### config.mk
export PLATFORM = sky130hd
export DESIGN_NAME = canms_iou
export DESIGN_NICKNAME = d
export VERILOG_FILES = /design/src/rtl/core/class_aware_nms_letterbox_assert.svh /design/src/rtl/core/canms_pkg.sv /design/src/rtl/core/canms_iou.sv
export SDC_FILE = /design/constraint.sdc
export NUM_CORES = 2
export LEC_CHECK = 0
export ABC_CLOCK_PERIOD_IN_PS = 6700
export BUFFER_PORTS_ARGS = -buffer_cell sky130_fd_sc_hd__buf_4
export CAP_MARGIN = 0
export CELL_PAD_IN_SITES_DETAIL_PLACEMENT = 2
export CELL_PAD_IN_SITES_GLOBAL_PLACEMENT = 2
export CORE_ASPECT_RATIO = 1.5
export CORE_MARGIN = 2
export CORE_UTILIZATION = 35
export CTS_CLUSTER_SIZE = 12
export DETAILED_ROUTE_END_ITERATION = 12
export MAX_ROUTING_LAYER = met4
export PLACE_DENSITY_LB_ADDON = 0.2
export SETUP_SLACK_MARGIN = 0.1
export SLEW_MARGIN = 0
export SYNTH_ARGS = -nofsm -noshare
export SYNTH_HDL_FRONTEND = slang
export SYNTH_SLANG_ARGS = --single-unit
### constraint.sdc
create_clock -name clk_i -period 6.7 [get_ports clk_i]
set_input_delay 0.67 -clock clk_i [delete_from_list [all_inputs] [get_ports clk_i]]
set_output_delay 0.67 -clock clk_i [all_outputs]
set_load 0.01 [all_outputs]
### src/rtl/core/class_aware_nms_letterbox_assert.svh
// Assertion macros for the class-aware NMS letterbox block.
// Included by the top level; no other dependencies.
`ifndef CLASS_AWARE_NMS_LETTERBOX_ASSERT_SVH
`define CLASS_AWARE_NMS_LETTERBOX_ASSERT_SVH
`ifndef SYNTHESIS
`define CANMS_ASSERT(lbl, clk, rstn, prop) \
  lbl: assert property (@(posedge clk) disable iff (!rstn) prop) \
    else $error("canms property violated");
`define CANMS_NEVER(lbl, clk, rstn, cond) \
  lbl: assert property (@(posedge clk) disable iff (!rstn) !(cond)) \
    else $error("canms forbidden condition seen");
`else
`define CANMS_ASSERT(lbl, clk, rstn, prop)
`define CANMS_NEVER(lbl, clk, rstn, cond)
`endif
`endif

### src/rtl/core/canms_pkg.sv
// Shared constants, types and helper functions of the class-aware NMS block.
// No dependencies.
package canms_pkg;

  localparam int MAX_CAND   = 64;
  localparam int IDX_W      = $clog2(MAX_CAND);
  localparam int CNT_W      = IDX_W + 1;
  localparam int CLASS_BITS = 8;
  localparam int CLASS_W    = 8;
  localparam int SCORE_W    = 16;
  localparam int SC_W       = SCORE_W + CLASS_BITS;
  localparam int COORD_W    = 16;
  localparam int THR_W      = 16;
  localparam int INV_W      = 24;
  localparam int PAD_W      = 15;
  localparam int SRC_W      = 14;
  localparam int DIFF_W     = COORD_W + 1;
  localparam int PROD_W     = DIFF_W + INV_W + 1;
  localparam int OUT_XY_W   = 17;
  localparam int OUT_WH_W   = 18;
  localparam int CFG_IDX_W  = 3;
  localparam int CFG_DATA_W = 24;

  typedef enum logic [CFG_IDX_W-1:0] {
    CFG_IOU_THR   = 3'd0,
    CFG_INV_SCALE = 3'd1,
    CFG_PAD_LEFT  = 3'd2,
    CFG_PAD_TOP   = 3'd3,
    CFG_SRC_W     = 3'd4,
    CFG_SRC_H     = 3'd5
  } cfg_reg_e;

  typedef enum logic [7:0] {
    ST_LOAD  = 8'b0000_0001,
    ST_SCAN  = 8'b0000_0010,
    ST_FETCH = 8'b0000_0100,
    ST_GRAB  = 8'b0000_1000,
    ST_FLUSH = 8'b0001_0000,
    ST_SUPP  = 8'b0010_0000,
    ST_MAP1  = 8'b0100_0000,
    ST_MAP2  = 8'b1000_0000
  } state_e;

  typedef struct packed {
    logic signed [COORD_W-1:0] left;
    logic signed [COORD_W-1:0] top;
    logic signed [COORD_W-1:0] right;
    logic signed [COORD_W-1:0] bottom;
  } box_t;

  typedef struct packed {
    logic             valid;
    logic [IDX_W-1:0] idx;
  } iou_tag_t;

  function automatic logic [OUT_XY_W-1:0] src_hi(input logic [SRC_W-1:0] src);
    logic [SRC_W+3:0] t;
    t = {src - SRC_W'(1), 4'b0000};
    if (src == '0) begin
      return '0;
    end else if (t > (SRC_W+4)'(2**OUT_XY_W - 1)) begin
      return '1;
    end else begin
      return t[OUT_XY_W-1:0];
    end
  endfunction

  function automatic logic [OUT_XY_W-1:0] map_coord(input logic signed [PROD_W-1:0] p,
                                                    input logic [OUT_XY_W-1:0] hi);
    logic [PROD_W-1:0]  r;
    logic [PROD_W-17:0] v;
    r = $unsigned(p) + PROD_W'(32768);
    v = r[PROD_W-1:16];
    if (p[PROD_W-1] || p == '0) begin
      return '0;
    end else if (v > (PROD_W-16)'(hi)) begin
      return hi;
    end else begin
      return v[OUT_XY_W-1:0];
    end
  endfunction

endpackage

### src/rtl/core/canms_iou.sv
// Five-stage overlap test: intersection against threshold times union.
// Depends on canms_pkg.
module canms_iou import canms_pkg::*; (
  input  logic             clk_i,
  input  logic             rst_ni,
  input  logic [THR_W-1:0] thr_i,
  input  box_t             a_box_i,
  input  box_t             b_box_i,
  input  iou_tag_t         tag_i,
  output iou_tag_t         hit_o,
  output logic             busy_o
);

  iou_tag_t s1_q, s2_q, s3_q, s4_q;

  logic signed [DIFF_W-1:0] iw, ih;
  logic [DIFF_W-1:0] iw_q, ih_q;
  logic signed [DIFF_W-1:0] wa_q, ha_q, wb_q, hb_q;
  logic [2*DIFF_W-1:0] inter2_q, inter3_q, inter4_q;
  logic signed [2*DIFF_W-1:0] area_a_q, area_b_q;
  logic signed [2*DIFF_W+1:0] uni;
  logic [2*DIFF_W+1:0] uni_q;
  logic pos_q, pos4_q;
  logic [THR_W+18-1:0] p_lo_q;
  logic [THR_W+17-1:0] p_hi_q;
  logic [51:0] lhs, rhs;

  function automatic logic signed [DIFF_W-1:0] sx(input logic signed [COORD_W-1:0] v);
    return {v[COORD_W-1], v};
  endfunction

  assign iw = ((a_box_i.right < b_box_i.right) ? sx(a_box_i.right) : sx(b_box_i.right))
            - ((a_box_i.left > b_box_i.left) ? sx(a_box_i.left) : sx(b_box_i.left));
  assign ih = ((a_box_i.bottom < b_box_i.bottom) ? sx(a_box_i.bottom) : sx(b_box_i.bottom))
            - ((a_box_i.top > b_box_i.top) ? sx(a_box_i.top) : sx(b_box_i.top));

  assign uni = (2*DIFF_W+2)'(area_a_q) + (2*DIFF_W+2)'(area_b_q)
             - $signed({2'b00, inter2_q});

  assign lhs = 52'({inter4_q, 16'h0000});
  assign rhs = 52'({p_hi_q, 18'h00000}) + 52'(p_lo_q);

  always_ff @(posedge clk_i or negedge rst_ni) begin
    if (!rst_ni) begin
      s1_q  <= '0;
      s2_q  <= '0;
      s3_q  <= '0;
      s4_q  <= '0;
      hit_o <= '0;
    end else begin
      s1_q        <= tag_i;
      s2_q        <= s1_q;
      s3_q        <= s2_q;
      s4_q        <= s3_q;
      hit_o.valid <= s4_q.valid && pos4_q && (lhs > rhs);
      hit_o.idx   <= s4_q.idx;
    end
  end

  always_ff @(posedge clk_i) begin
    iw_q     <= iw[DIFF_W-1] ? '0 : iw;
    ih_q     <= ih[DIFF_W-1] ? '0 : ih;
    wa_q     <= sx(a_box_i.right) - sx(a_box_i.left);
    ha_q     <= sx(a_box_i.bottom) - sx(a_box_i.top);
    wb_q     <= sx(b_box_i.right) - sx(b_box_i.left);
    hb_q     <= sx(b_box_i.bottom) - sx(b_box_i.top);
    inter2_q <= iw_q * ih_q;
    area_a_q <= wa_q * ha_q;
    area_b_q <= wb_q * hb_q;
    uni_q    <= $unsigned(uni);
    pos_q    <= !uni[2*DIFF_W+1] && (uni != '0);
    inter3_q <= inter2_q;
    p_lo_q   <= thr_i * uni_q[17:0];
    p_hi_q   <= thr_i * uni_q[34:18];
    pos4_q   <= pos_q;
    inter4_q <= inter3_q;
  end

  assign busy_o = s1_q.valid || s2_q.valid || s3_q.valid || s4_q.valid || hit_o.valid;

endmodule

==> results by group <==
Job
  – Max Cap Viol: 0

Placed design
  – Port Buffer Count: 160
  – Post-place setup slack: -0.233 ns
  – Routability congestion estimate from global placement: roughly 0.88
  – DP Wirelength: just over 200000 um

Worst setup path
  – Critical Path Fanout Max: 4
  – Bufs and invs on worst path: 3
  – Crit path required time: 7.24 ns
  – Slowest CP cell: fa_1
  – Crit path max-delay family: adder cells
  – Crit path cell chain: nand2_1 > fa_1 > fa_1 > fa_1 > fa_1 > inv_1 > fa_1 > inv_1 > fa_1 > inv_1 > ha_1 > and2_1 > and3_1 > a31o_2 > or4_4 > a21o_1 > a41o_1 > a21oi_2 > a21oi_1 > a21oi_1 > o21ai_1 > xnor2_1
  – Most used cell, CP: fa_1
  – CP peak stage delay: ~0.57 ns
  – Kind of end point of the critical path: flip-flop
  – Arrival time worst endpoint: 6.93 ns
  – Critical path class: reg2reg
  – Type of origin of the critical path: flip-flop

Yosys
  – Synthesized-area fraction occupied by and/or/nand/nor cells: 0.151
  – Largest family of logic cells by synthesized area: adder cells
  – Compound-Gate Fraction of Synth Area: 0.0683
  – Post-synth cell types: 76
  – Syn Area/Cell: between 9 and 10 um^2
  – Post-synthesis async set-or-reset flop share: 0.0856
  – Netlist Area Pre-Place: a little under 70000 um^2
  – Post-synth net total: approximately 9600
  – Synth Register Bits: 409
  – Mux share of post-synthesis cell area: 0.0107
  – Xor-xnor portion of the synthesized cell area: 0.0333
  – Register area share after synthesis: 0.123
  – Mapped Cells: between 7000 and 8000
  – Post-synth EDFFs: 0
  – Primary FF master, synth: dfxtp_1
  – Synth warn: 0
  – Post-synthesis adder-cell area fraction: 0.509

Routing
  – Vias: between 50000 and 60000
  – Starting DRT DRC Count: 1353
  – Detail Route Antenna Nets: 0
  – Post-DR vias/cell: 4.89
  – DRC: 0
  – Post-DR wirelength/cell: around 22 um
  – Drt total wl: around 230000 um
  – First-pass iteration count of the detailed router: 5

Timing
  – Setup Skew: 0.0596 ns
  – Final cycle utilization of the critical path: 0.953
  – Max-slew headroom: 0.205
  – Slew of the pin with the lowest slew margin: approximately 1.2 ns
  – Final worst setup slack: 0.314 ns
  – Setup_tns: 0 ns
  – Final setup viols: 0
  – RSZ-0062 raised after global routing: yes
  – Final Slew Violations: 0
  – Final min period: approximately 6.4 ns
  – F_max: 157 MHz
  – Final Hold Viols: 0

Clocking
  – Clk buf depth: 3
  – CTS tree: yes
  – Total CTS buffers: 48
  – Htree depth: 2
  – Root buffer cell: clkbuf_16
  – Worst skew pair latency: between 0.6 and 0.7 ns
  – Worst-path clk slew: ~0.070 ns
  – Clk sinks: ~410

Die
  – Starting Density: 0.351
  – Number of cell rows: 198
  – Die width: between 300 and 400 um
  – Ports: roughly 160
  – Die H: ~540 um
  – DIE AREA: 198000 um^2
  – Core area: between 150000 and 200000 um^2

Outcome
  – Outcome: completed

Global routing
  – Largest net degree at the start of global routing: 36
  – First-pass GRT wire length: roughly 360000 um
  – Antenna violations before repair: 20
  – Grt ovf: 0
  – Vias in the first global route: just over 60000
  – Total GRT Usage: 0.249

Min path
  – Min-delay worst type: in2reg

Final layout
  – Final Util: 0.396
  – Filler cells: around 21000
  – Share of cells above drive strength 1: 0.0935
  – P&R area growth vs syn: 12.8%
  – # nets final: 9952
-- cells in the mapped netlist, types with 7 or more instances --
master,number,share of area
a211o_1,8,0.0010
a211oi_1,24,0.0027
a21boi_0,30,0.0033
a21o_1,108,0.012
a21oi_1,195,0.014
a31oi_1,34,0.0031
and2_1,686,0.063
and3_1,20,0.0018
clkbuf_1,201,0.011
dfrtp_1,35,0.013
dfxtp_1,374,0.11
fa_1,1260,0.37
ha_1,748,0.14
inv_1,1678,0.093
mux2_2,31,0.0051
mux2i_1,38,0.0056
nand2_1,826,0.046
nand2b_1,49,0.0045
nand3_1,57,0.0042
nand4_1,22,0.0020
nor2_1,258,0.014
nor2b_1,48,0.0044
nor3_1,60,0.0044
nor4_1,8,0.00074
o211ai_1,16,0.0018
o21a_1,41,0.0045
o21ai_0,139,0.010
o21bai_1,23,0.0025
o22ai_1,7,0.00064
o31a_1,9,0.0012
o31ai_1,11,0.0012
o41ai_1,7,0.00090
or2_2,12,0.0011
or3_1,17,0.0016
xnor2_1,190,0.024
xor2_1,68,0.0088
-- final timing paths --
kind	depth (start not counted)	to	slack, ns	from
worst max-delay path	22	area_b_q[33]	0.31	hb_q[3]
worst min register to register	0	inter4_q[33]	0.33	inter3_q[33]
worst min-delay path	1	s1_q[3]	0.15	tag_i[3]
worst max register to register	22	area_b_q[33]	0.31	hb_q[3]
min in group asynchronous	2	s4_q[2]	0.52	rst_ni
max in group asynchronous	2	s4_q[1]	5.87	rst_ni
-- cells by family after synthesis --
logic type	count (synthesis)
compound gates	715
xor+xnor	258
fa+ha+maj	2008
buf+inv	1887
flops	409
mux	69
simple gates	2089
-- state kept, by name, summed over array words and instances (netlist names), 16 cells and up --
register and cells:
wb_q 17, area_b_q 34, ih_q 16, area_a_q 34, wa_q 17, iw_q 16
inter2_q 34, p_lo_q 34, ha_q 17, hb_q 17, p_hi_q 33, inter4_q 34
uni_q 35, inter3_q 34
-- per-stage QoR --
step	instance area, um^2	instances	hold slack [ns]
final	76700	10500	0.147
after CTS	76200	10400	0.0976
after global placement	74500	10300	0.313
after floorplan	67900	7435	0.310
after global routing	76700	10500	0.114
after detailed placement	74500	10300	0.315
-- layer usage --
metal / GRT usage / vias to the layer above / share of wire
met3: 0.0128 / 341 / 0.014
met5: - / - / 0
met1: 0.246 / 26900 / 0.36
met4: 0.119 / 0 / 0.056
met2: 0.491 / 589 / 0.57
li1: - / 23300 / -
-- what timing repair did --
action                                  in CTS  in global routing
hold buffers                                 1                  0
pin swaps                                    2                 20
gates resized for setup                     11                 89
cloned                                       0                  1
hold endpoints to repair                    35                  0
setup buffers                                0                  5
endpoints found under the setup margin      14                 36
-- final cells by class --
cell class / instances / area (um^2) / area share
multi-input cells: 5139 / 52700 / 0.688
clock buffers: 60 / 1320 / 0.0172
clock inverters: 24 / 374 / 0.00488
flip-flops and latches: 409 / 8430 / 0.110
well taps: 2600 / 3250 / 0.0424
inverters: 1678 / 6300 / 0.0822
diodes: 49 / 123 / 0.00160
repair buffers: 515 / 4130 / 0.0539
-- cells in the final DEF, fill, tap and decap left out, types with 23 or more instances in the layout --
| cell type | n |
|---|---|
| a21o_1 | 108 |
| nand3_1 | 56 |
| a21oi_1 | 189 |
| a31oi_1 | 28 |
| fa_1 | 1257 |
| mux2_2 | 31 |
| mux2i_1 | 38 |
| diode_2 | 49 |
| dfxtp_2 | 40 |
| ha_1 | 742 |
| nor2_1 | 257 |
| inv_1 | 1677 |
| nand2_1 | 826 |
| dfxtp_1 | 329 |
| nor3_1 | 58 |
| a21boi_0 | 30 |
| dfrtp_1 | 35 |
| a211oi_1 | 23 |
| o21ai_0 | 138 |
| and2_1 | 686 |
| buf_4 | 487 |
| clkbuf_16 | 49 |
| nand2b_1 | 49 |
| nor2b_1 | 48 |
| xnor2_1 | 190 |
| o21a_1 | 41 |
| o21bai_1 | 23 |
| xor2_1 | 68 |
Power is left out: the tool's default activity adds up to more than one toggle a clock period on the data nets, which glitch-free logic cannot reach.
